[src/design/spm_pkg.sv]
// Shared constants, types and helpers of the spiral matrix readout block.
package spm_pkg;

	localparam int MAX_DIM   = 8;
	localparam int DIM_W     = 4;
	localparam int IDX_W     = $clog2(MAX_DIM);
	localparam int DEPTH     = MAX_DIM * MAX_DIM;
	localparam int ADDR_W    = $clog2(DEPTH);
	localparam int CNT_W     = 7;
	localparam int DATA_W    = 32;
	localparam int CFG_IDX_W = 2;
	localparam int CQ_DEPTH  = 2;
	localparam int CQ_PTR_W  = $clog2(CQ_DEPTH);
	localparam int CQ_CNT_W  = $clog2(CQ_DEPTH + 1);
	localparam int OQ_DEPTH  = 4;
	localparam int OQ_PTR_W  = $clog2(OQ_DEPTH);
	localparam int OQ_CNT_W  = $clog2(OQ_DEPTH + 2);

	localparam logic [CFG_IDX_W-1:0] REG_ROW_COUNT = CFG_IDX_W'(0);
	localparam logic [CFG_IDX_W-1:0] REG_COL_COUNT = CFG_IDX_W'(1);

	typedef enum logic [2:0] {
		BK_IDLE,
		BK_RIGHT,
		BK_DOWN,
		BK_LEFT,
		BK_UP
	} back_state_t;

	typedef struct packed {
		logic [DIM_W-1:0] rows;
		logic [DIM_W-1:0] cols;
	} cmd_t;

	typedef struct packed {
		logic empty;
		logic full;
	} q_stat_t;

	typedef struct packed {
		logic              en;
		logic [ADDR_W-1:0] addr;
		logic [DATA_W-1:0] data;
	} mem_wr_t;

	function automatic logic [DIM_W-1:0] eff_dim(input logic [DIM_W-1:0] v);
		logic [DIM_W-1:0] r;
		if (v == '0) begin
			r = DIM_W'(1);
		end else if (v > DIM_W'(MAX_DIM)) begin
			r = DIM_W'(MAX_DIM);
		end else begin
			r = v;
		end
		return r;
	endfunction

endpackage

[src/design/spm_front.sv]
// Front end: configuration registers, element load and readout request.
module spm_front (
	input  logic                              clk,
	input  logic                              arst_n,
	input  logic                              push,
	output logic                              full,
	input  logic signed [spm_pkg::DATA_W-1:0] elem_value,
	input  logic                              cfg_we,
	input  logic [spm_pkg::CFG_IDX_W-1:0]     cfg_index,
	input  logic [spm_pkg::DIM_W-1:0]         cfg_data,
	input  spm_pkg::q_stat_t                  cq_stat,
	input  logic                              back_busy,
	output spm_pkg::mem_wr_t                  mem_wr,
	output logic                              cq_push,
	output spm_pkg::cmd_t                     cq_cmd
);

	logic [spm_pkg::DIM_W-1:0]   row_count_q;
	logic [spm_pkg::DIM_W-1:0]   col_count_q;
	logic [spm_pkg::CNT_W-1:0]   load_count_q;
	logic [spm_pkg::DIM_W-1:0]   rows;
	logic [spm_pkg::DIM_W-1:0]   cols;
	logic [2*spm_pkg::DIM_W-1:0] prod;
	logic [spm_pkg::CNT_W-1:0]   total;
	logic [spm_pkg::CNT_W-1:0]   cnt_nxt;
	logic                        accept;
	logic                        done;

	assign rows    = spm_pkg::eff_dim(row_count_q);
	assign cols    = spm_pkg::eff_dim(col_count_q);
	assign prod    = rows * cols;
	assign total   = prod[spm_pkg::CNT_W-1:0];
	assign full    = cq_stat.full | ~cq_stat.empty | back_busy;
	assign accept  = push & ~full;
	assign cnt_nxt = load_count_q + spm_pkg::CNT_W'(1);
	assign done    = cnt_nxt >= total;

	assign mem_wr.en   = accept;
	assign mem_wr.addr = load_count_q[spm_pkg::ADDR_W-1:0];
	assign mem_wr.data = elem_value;

	assign cq_push     = accept & done;
	assign cq_cmd.rows = rows;
	assign cq_cmd.cols = cols;

	always_ff @(posedge clk or negedge arst_n) begin
		if (!arst_n) begin
			row_count_q <= spm_pkg::DIM_W'(1);
			col_count_q <= spm_pkg::DIM_W'(1);
		end else if (cfg_we) begin
			case (cfg_index)
				spm_pkg::REG_ROW_COUNT: row_count_q <= cfg_data;
				spm_pkg::REG_COL_COUNT: col_count_q <= cfg_data;
				default: ;
			endcase
		end
	end

	always_ff @(posedge clk or negedge arst_n) begin
		if (!arst_n) begin
			load_count_q <= '0;
		end else if (accept) begin
			load_count_q <= done ? '0 : cnt_nxt;
		end
	end

endmodule

[src/design/spm_cmd_queue.sv]
// Short queue of readout requests between the front and back ends.
module spm_cmd_queue (
	input  logic             clk,
	input  logic             arst_n,
	input  logic             wr_en,
	input  spm_pkg::cmd_t    wr_cmd,
	input  logic             rd_en,
	output spm_pkg::cmd_t    rd_cmd,
	output spm_pkg::q_stat_t stat
);

	spm_pkg::cmd_t                slot_q [spm_pkg::CQ_DEPTH];
	logic [spm_pkg::CQ_PTR_W-1:0] wr_ptr_q;
	logic [spm_pkg::CQ_PTR_W-1:0] rd_ptr_q;
	logic [spm_pkg::CQ_CNT_W-1:0] cnt_q;
	logic                         do_wr;
	logic                         do_rd;

	assign stat.empty = cnt_q == '0;
	assign stat.full  = cnt_q == spm_pkg::CQ_CNT_W'(spm_pkg::CQ_DEPTH);
	assign do_wr      = wr_en & ~stat.full;
	assign do_rd      = rd_en & ~stat.empty;
	assign rd_cmd     = slot_q[rd_ptr_q];

	always_ff @(posedge clk) begin
		if (do_wr) begin
			slot_q[wr_ptr_q] <= wr_cmd;
		end
	end

	always_ff @(posedge clk or negedge arst_n) begin
		if (!arst_n) begin
			wr_ptr_q <= '0;
			rd_ptr_q <= '0;
			cnt_q    <= '0;
		end else begin
			if (do_wr) begin
				wr_ptr_q <= wr_ptr_q + spm_pkg::CQ_PTR_W'(1);
			end
			if (do_rd) begin
				rd_ptr_q <= rd_ptr_q + spm_pkg::CQ_PTR_W'(1);
			end
			case ({do_wr, do_rd})
				2'b10:   cnt_q <= cnt_q + spm_pkg::CQ_CNT_W'(1);
				2'b01:   cnt_q <= cnt_q - spm_pkg::CQ_CNT_W'(1);
				default: cnt_q <= cnt_q;
			endcase
		end
	end

endmodule

[src/design/spm_back.sv]
// Back end: matrix store, spiral address sequencer and result queue.
module spm_back (
	input  logic                              clk,
	input  logic                              arst_n,
	input  spm_pkg::mem_wr_t                  mem_wr,
	input  spm_pkg::q_stat_t                  cq_stat,
	input  spm_pkg::cmd_t                     cq_cmd,
	output logic                              cq_pop,
	output logic                              busy,
	output logic                              empty,
	input  logic                              pop,
	output logic signed [spm_pkg::DATA_W-1:0] out_value,
	output logic                              is_last
);

	typedef struct packed {
		logic [spm_pkg::DATA_W-1:0] value;
		logic                       last;
	} oq_entry_t;

	logic [spm_pkg::DATA_W-1:0] mem_q [spm_pkg::DEPTH];

	spm_pkg::back_state_t state_q, state_d;
	logic [spm_pkg::IDX_W-1:0] r_q, r_d, c_q, c_d;
	logic [spm_pkg::IDX_W-1:0] top_q, top_d, bot_q, bot_d;
	logic [spm_pkg::IDX_W-1:0] left_q, left_d, right_q, right_d;
	logic [spm_pkg::DIM_W-1:0] cols_q, cols_d;
	logic [spm_pkg::CNT_W-1:0] remain_q, remain_d;

	logic [spm_pkg::IDX_W+spm_pkg::DIM_W-1:0] rprod;
	logic [2*spm_pkg::DIM_W-1:0]              tprod;
	logic [spm_pkg::ADDR_W-1:0]               rd_addr;
	logic                                     issue;
	logic                                     last_beat;

	logic                       rd_v_s1;
	logic                       rd_last_s1;
	logic [spm_pkg::DATA_W-1:0] data_s1;

	oq_entry_t                    oq_q [spm_pkg::OQ_DEPTH];
	logic [spm_pkg::OQ_PTR_W-1:0] oq_wr_q;
	logic [spm_pkg::OQ_PTR_W-1:0] oq_rd_q;
	logic [spm_pkg::OQ_CNT_W-1:0] oq_cnt_q;
	logic [spm_pkg::OQ_CNT_W-1:0] oq_load;
	logic                         oq_pop;

	assign rprod   = r_q * cols_q;
	assign tprod   = cq_cmd.rows * cq_cmd.cols;
	assign rd_addr = rprod[spm_pkg::ADDR_W-1:0]
		+ {{(spm_pkg::ADDR_W-spm_pkg::IDX_W){1'b0}}, c_q};
	assign oq_load   = oq_cnt_q + spm_pkg::OQ_CNT_W'(rd_v_s1);
	assign issue     = (state_q != spm_pkg::BK_IDLE)
		&& (oq_load < spm_pkg::OQ_CNT_W'(spm_pkg::OQ_DEPTH));
	assign last_beat = remain_q == spm_pkg::CNT_W'(1);
	assign busy      = state_q != spm_pkg::BK_IDLE;
	assign cq_pop    = (state_q == spm_pkg::BK_IDLE) & ~cq_stat.empty;

	always_comb begin
		state_d  = state_q;
		r_d      = r_q;
		c_d      = c_q;
		top_d    = top_q;
		bot_d    = bot_q;
		left_d   = left_q;
		right_d  = right_q;
		cols_d   = cols_q;
		remain_d = remain_q;
		case (state_q)
			spm_pkg::BK_IDLE: begin
				if (cq_pop) begin
					state_d  = spm_pkg::BK_RIGHT;
					r_d      = '0;
					c_d      = '0;
					top_d    = '0;
					left_d   = '0;
					bot_d    = spm_pkg::IDX_W'(cq_cmd.rows - spm_pkg::DIM_W'(1));
					right_d  = spm_pkg::IDX_W'(cq_cmd.cols - spm_pkg::DIM_W'(1));
					cols_d   = cq_cmd.cols;
					remain_d = tprod[spm_pkg::CNT_W-1:0];
				end
			end
			spm_pkg::BK_RIGHT: begin
				if (issue) begin
					if (c_q < right_q) begin
						c_d = c_q + spm_pkg::IDX_W'(1);
					end else begin
						top_d   = top_q + spm_pkg::IDX_W'(1);
						r_d     = r_q + spm_pkg::IDX_W'(1);
						state_d = spm_pkg::BK_DOWN;
					end
				end
			end
			spm_pkg::BK_DOWN: begin
				if (issue) begin
					if (r_q < bot_q) begin
						r_d = r_q + spm_pkg::IDX_W'(1);
					end else begin
						right_d = right_q - spm_pkg::IDX_W'(1);
						c_d     = c_q - spm_pkg::IDX_W'(1);
						state_d = spm_pkg::BK_LEFT;
					end
				end
			end
			spm_pkg::BK_LEFT: begin
				if (issue) begin
					if (c_q > left_q) begin
						c_d = c_q - spm_pkg::IDX_W'(1);
					end else begin
						bot_d   = bot_q - spm_pkg::IDX_W'(1);
						r_d     = r_q - spm_pkg::IDX_W'(1);
						state_d = spm_pkg::BK_UP;
					end
				end
			end
			spm_pkg::BK_UP: begin
				if (issue) begin
					if (r_q > top_q) begin
						r_d = r_q - spm_pkg::IDX_W'(1);
					end else begin
						left_d  = left_q + spm_pkg::IDX_W'(1);
						c_d     = c_q + spm_pkg::IDX_W'(1);
						state_d = spm_pkg::BK_RIGHT;
					end
				end
			end
			default: state_d = spm_pkg::BK_IDLE;
		endcase
		if (issue) begin
			remain_d = remain_q - spm_pkg::CNT_W'(1);
			if (last_beat) begin
				state_d = spm_pkg::BK_IDLE;
			end
		end
	end

	always_ff @(posedge clk or negedge arst_n) begin
		if (!arst_n) begin
			state_q <= spm_pkg::BK_IDLE;
		end else begin
			state_q <= state_d;
		end
	end

	always_ff @(posedge clk) begin
		r_q      <= r_d;
		c_q      <= c_d;
		top_q    <= top_d;
		bot_q    <= bot_d;
		left_q   <= left_d;
		right_q  <= right_d;
		cols_q   <= cols_d;
		remain_q <= remain_d;
	end

	always_ff @(posedge clk) begin
		if (mem_wr.en) begin
			mem_q[mem_wr.addr] <= mem_wr.data;
		end
	end

	always_ff @(posedge clk) begin
		if (issue) begin
			data_s1    <= mem_q[rd_addr];
			rd_last_s1 <= last_beat;
		end
	end

	always_ff @(posedge clk or negedge arst_n) begin
		if (!arst_n) begin
			rd_v_s1 <= 1'b0;
		end else begin
			rd_v_s1 <= issue;
		end
	end

	// result queue
	assign empty     = oq_cnt_q == '0;
	assign oq_pop    = pop & ~empty;
	assign out_value = oq_q[oq_rd_q].value;
	assign is_last   = oq_q[oq_rd_q].last;

	always_ff @(posedge clk) begin
		if (rd_v_s1) begin
			oq_q[oq_wr_q] <= '{value: data_s1, last: rd_last_s1};
		end
	end

	always_ff @(posedge clk or negedge arst_n) begin
		if (!arst_n) begin
			oq_wr_q  <= '0;
			oq_rd_q  <= '0;
			oq_cnt_q <= '0;
		end else begin
			if (rd_v_s1) begin
				oq_wr_q <= oq_wr_q + spm_pkg::OQ_PTR_W'(1);
			end
			if (oq_pop) begin
				oq_rd_q <= oq_rd_q + spm_pkg::OQ_PTR_W'(1);
			end
			case ({rd_v_s1, oq_pop})
				2'b10:   oq_cnt_q <= oq_cnt_q + spm_pkg::OQ_CNT_W'(1);
				2'b01:   oq_cnt_q <= oq_cnt_q - spm_pkg::OQ_CNT_W'(1);
				default: oq_cnt_q <= oq_cnt_q;
			endcase
		end
	end

endmodule

[src/design/spiral_matrix_readout.sv]
// Top level of the spiral matrix readout block.
//
//  channel   direction  handshake          beat payload
//  element   in         push / full        elem_value
//  result    out        pop / empty        out_value, is_last
//  config    in         cfg_we             cfg_index, cfg_data
//
//  Elements load while full is low; full stays low while a matrix loads.
//  The last element queues a readout: full rises until the sequencer has read
//  all rows*cols entries, one store read per cycle while the result queue has
//  room; the first result passes the data_s1 register and the result queue.
//  A stalled result queue holds the sequencer; reset needs no clearing pass.
module spiral_matrix_readout (
	input  logic                              clk,
	input  logic                              arst_n,
	input  logic                              push,
	output logic                              full,
	input  logic signed [spm_pkg::DATA_W-1:0] elem_value,
	output logic                              empty,
	input  logic                              pop,
	output logic signed [spm_pkg::DATA_W-1:0] out_value,
	output logic                              is_last,
	input  logic                              cfg_we,
	input  logic [spm_pkg::CFG_IDX_W-1:0]     cfg_index,
	input  logic [spm_pkg::DIM_W-1:0]         cfg_data
);

	spm_pkg::q_stat_t cq_stat;
	spm_pkg::cmd_t    cq_wr_cmd;
	spm_pkg::cmd_t    cq_rd_cmd;
	spm_pkg::mem_wr_t mem_wr;
	logic             cq_push;
	logic             cq_pop;
	logic             back_busy;

	spm_front u_front (
		.clk        (clk),
		.arst_n     (arst_n),
		.push       (push),
		.full       (full),
		.elem_value (elem_value),
		.cfg_we     (cfg_we),
		.cfg_index  (cfg_index),
		.cfg_data   (cfg_data),
		.cq_stat    (cq_stat),
		.back_busy  (back_busy),
		.mem_wr     (mem_wr),
		.cq_push    (cq_push),
		.cq_cmd     (cq_wr_cmd)
	);

	spm_cmd_queue u_cmd_queue (
		.clk    (clk),
		.arst_n (arst_n),
		.wr_en  (cq_push),
		.wr_cmd (cq_wr_cmd),
		.rd_en  (cq_pop),
		.rd_cmd (cq_rd_cmd),
		.stat   (cq_stat)
	);

	spm_back u_back (
		.clk       (clk),
		.arst_n    (arst_n),
		.mem_wr    (mem_wr),
		.cq_stat   (cq_stat),
		.cq_cmd    (cq_rd_cmd),
		.cq_pop    (cq_pop),
		.busy      (back_busy),
		.empty     (empty),
		.pop       (pop),
		.out_value (out_value),
		.is_last   (is_last)
	);

endmodule

[config.mk]
export PLATFORM = sky130hd
export DESIGN_NAME = spiral_matrix_readout
export DESIGN_NICKNAME = d
export VERILOG_FILES = /design/src/design/spm_pkg.sv /design/src/design/spm_front.sv /design/src/design/spm_cmd_queue.sv /design/src/design/spm_back.sv /design/src/design/spiral_matrix_readout.sv
export SDC_FILE = /design/constraint.sdc
export NUM_CORES = 2
export LEC_CHECK = 0
export ABC_AREA = 1
export BUFFER_PORTS_ARGS = -buffer_cell sky130_fd_sc_hd__buf_4
export CORE_ASPECT_RATIO = 0.9
export CORE_MARGIN = 2
export CORE_UTILIZATION = 45
export DETAILED_ROUTE_END_ITERATION = 8
export GPL_TIMING_DRIVEN = 1
export RECOVER_POWER = 25
export SYNTH_ARGS = -nofsm -noshare
export SYNTH_HDL_FRONTEND = slang
export SYNTH_SLANG_ARGS = --single-unit
[constraint.sdc]
create_clock -name clk -period 9.35 [get_ports clk]
set_input_delay 1.87 -clock clk [delete_from_list [all_inputs] [get_ports clk]]
set_output_delay 1.87 -clock clk [all_outputs]
set_load 0.02 [all_outputs]
==> Flow_metrics.wiki <==
{| class="wikitable"
! Metric !! Value
|-
| Number of buffers added by the clock tree synthesis step || 230
|-
| Placement-stage worst setup slack || 4020 ps
|-
| Horiz. Die Dim || 484 um
|-
| CP peak stage delay || 1140 ps
|-
| Boundary pin count || 78
|-
| Final weighted congestion in routability-driven placement || 0.859
|-
| Area enclosed by the die boundary || 211,000 um2
|-
| Global-route wire length before repair || 392,000 um
|-
| Stages on the worst setup path || 5
|-
| Largest net degree at the start of global routing || 207
|-
| Routed wirelength normalized by instance count || 25.7 um
|-
| Share of the clock period used by the worst path after layout || 0.635
|-
| Clock-pin slew on the worst setup and hold paths || 60 ps
|-
| Via/cell ratio || 5.73
|-
| Chain of cells forming the critical path || clkbuf_1, inv_1, o21ai_0, o22ai_1, buf_4
|-
| Fmax achieved || 0.168 GHz
|-
| Final net count || 7,799
|-
| Reg-to-reg startpoint || u_back.r_q[0]
|-
| Final count of negative-setup-slack endpoints || 0
|-
| Deepest clock path buffer count || 3
|-
| Port Buf Inserts || 77
|-
| Detailed-route via count || 60,800
|-
| Biggest area consumer among synthesized cells || edfxtp_1
|-
| Top post-synthesis cells by area || edfxtp_1 (73%), nand3_1 (10%), nand2_1 (9.8%)
|-
| Worst Max-Slew Pin Slew || 3800 ps
|-
| Violated checks || max-capacitance violations, max-slew violations
|-
| All-Layer GR Usage || 0.253
|-
| Sequential area share after synthesis || 0.735
|-
| Post-route DRC violation count || 0
|-
| Final std cells w/o fill || 10,600
|-
| Gate count after technology mapping || 7,721
|-
| Worst max-slew margin expressed relative to the limit || -1.54
|-
| Count of cell types in the netlist || 38
|-
| Most frequent standard cell in the layout excluding fill and tap cells || nand2_1
|-
| CTS tree || done
|-
| Avg Inst Size Synth || 12.1 um2
|-
| CP Max Fanout || 34
|-
| Number of global-route vias before repair || 56,400
|-
| Net count after synthesis || 7,839
|-
| Result of the run || finished, violations left
|-
| Number of pins with negative max-slew slack in the final report || 1,962
|-
| CTS HTree Levels || 4
|-
| Count of instances resized after the clock tree is built || 0
|-
| Tmin final || 5940 ps
|-
| Root Buffer || clkbuf_16
|-
| Cell count of the worst hold path || 2
|-
| Slowest CP cell || clkbuf_1
|-
| Height of the chip || 436 um
|-
| Share of post-route cells with drive strength above 1 || 0.0733
|-
| Clock latency on the worst-skew pair || 880 ps
|-
| Hold Path Origin || u_front.row_count_q[0]
|-
| First-pass iteration count of the detailed router || 6
|-
| Worst R2R Setup Slack || 3950 ps
|-
| Endpoint arrival time on the critical path || 4070 ps
|-
| Setup repair after global routing missed its margin || false
|-
| Worst setup path startpoint || u_back.oq_rd_q[1]
|-
| Number of flip-flops and latches in the synthesized netlist || 2,288
|-
| Class of the worst hold path || reg2reg
|-
| Final HPWL DP || 140,000 um
|-
| Final setup margin || 3410 ps
|-
| Synth top area share || 0.727
|-
| Synth warnings || 0
|-
| Total setup buffers inserted after CTS || 0
|-
| Setup TNS || 0 ps
|-
| Startpoint type of the worst setup path || flop
|-
| Initial standard-cell utilization of the core || 0.453
|-
| Maximum capacitance violations || 33
|-
| Kind of end point of the critical path || output port
|-
| Mapped cell area || 93,300 um2
|-
| Violation count after the first detailed-route iteration || 8,154
|-
| Final antenna-violating net count || 0
|-
| CTS Sinks || 2,288
|-
| CTS Hold Bufs || 0
|-
| Most used cells in the layout excluding fill and tap cells || nand2_1 (2,437), edfxtp_1 (2,258), nand3_1 (1,894)
|-
| Core region area || 206,000 um2
|-
| Worst-case reg-to-reg path depth || 13
|-
| Site Rows || 158
|-
| Setup CP Type || reg2out
|-
| Final routed wirelength across all metal layers || 272,000 um
|-
| Maximum clock skew at final layout || 55.1 ps
|-
| Data required time of the worst path || 7480 ps
|-
| Largest delay share family, worst path || buffers and inverters
|-
| Congestion Overflow GR || 0
|-
| Cell total after placement || 10,200
|-
| Number of buffer and inverter instances along the worst setup path || 3
|-
| Number of endpoints with negative hold slack in the final report || 0
|-
| Number of antenna violations at the first check in global routing || 8
|-
| Relative area change from synthesis to final layout || 11.2%
|}
[metrics by stage]
stage          hold WS (ps)  area (um2)  utilization
2_1_floorplan           459       93300            -
5_1_grt                 538      104000        0.503
3_5_place_dp            499       96500        0.468
4_1_cts                 508      104000        0.504
3_3_place_gp            488       96500        0.468
6_report                503      104000        0.503
[sequential cells by signal, indices dropped and copies added, names as in the netlist, 3 cells and up]
| signal | count |
|---|---|
| u_back.top_q | 3 |
| u_back.cols_q | 4 |
| u_back.oq_cnt_q | 3 |
| u_back.remain_q | 7 |
| u_back.mem_q | 2048 |
| u_back.data_s1 | 32 |
| u_back.left_q | 3 |
| u_front.load_count_q | 7 |
| u_back.c_q | 3 |
| u_front.row_count_q | 4 |
| u_cmd_queue.slot_q | 16 |
| u_back.bot_q | 3 |
| u_back.oq_q | 132 |
| u_back.r_q | 3 |
| u_back.state_q | 3 |
| u_front.col_count_q | 4 |
| u_back.right_q | 3 |
[synthesized netlist by cell type]
cell type,number
buf_1,57
xor2_1,21
inv_1,130
buf_2,299
dfrtp_1,28
nand4_1,3
inv_4,1
a21boi_0,1
nand3_1,1894
a31oi_1,1
nor2_1,185
o21ai_1,1
a21oi_1,20
ha_1,60
buf_4,32
o22ai_1,39
buf_6,17
o31ai_1,1
nor2_2,1
o21ai_0,110
nand3_2,3
o21a_1,2
edfxtp_1,2258
a211oi_1,1
nor4_1,1
o21bai_1,2
nor2_4,1
nand2b_1,1
fa_1,15
or2_2,7
nand3b_1,2
clkbuf_1,67
nor3_1,3
a21o_1,2
xnor2_1,13
inv_2,2
nand2_1,2438
dfstp_2,2
[worst reg2reg max path: stages, from the launching register on]
cell      delay (ps)
edfxtp_1         480
nand2_1          110
inv_1             70
fa_1             530
inv_1             50
fa_1             500
fa_4            1120
buf_4            850
nand3_1          470
nand2_1          140
nand2_1           50
nand3_1          340
nand3_1          370
nand2_1          170
[metal layers]
layer / share of wire / wire, um / global-route usage / vias to the layer above
li1: - / - / - / 27300
met1: 0.42 / 115000 / 0.367 / 30100
met2: 0.45 / 122000 / 0.382 / 2945
met3: 0.095 / 26000 / 0.0503 / 391
met4: 0.033 / 8920 / 0.0844 / 2
met5: 0.000074 / 20 / 0 / -
[cell families (layout without fill, tap and decap cells)]
group	after synthesis	in the layout	share of synthesized area
adders and majority gates	75	75	0.0113
xor gates and xnor gates	34	34	0.00319
and+or+nand+nor	4539	4539	0.209
buffers and inverters	605	755	0.0310
other	0	10	0
AOI/OAI and AO/OA	180	180	0.0104
DFF	2288	2288	0.735
[worst paths after layout]
check / end
hold / removal: u_front.row_count_q[0]
max in group asynchronous: u_back.oq_rd_q[0]
min in group asynchronous: u_back.oq_rd_q[0]
setup / recovery: out_value[10]
hold reg to reg: u_front.row_count_q[0]
setup reg to reg: u_back.data_s1[26]
[layout make-up]
cell class              instances  area, um2
fillers                     17700     102000
flip-flops and latches       2288      68600
multi-input cells            4828      22300
clock buffers                 287       6040
well taps                    2720       3400
repair buffers                200       1540
clock inverters               135       1230
inverters                     133        536
diodes                         10       25.0
Power is not shown: default switching activity piles up to over one toggle a cycle in this logic, so the estimate is an artifact.
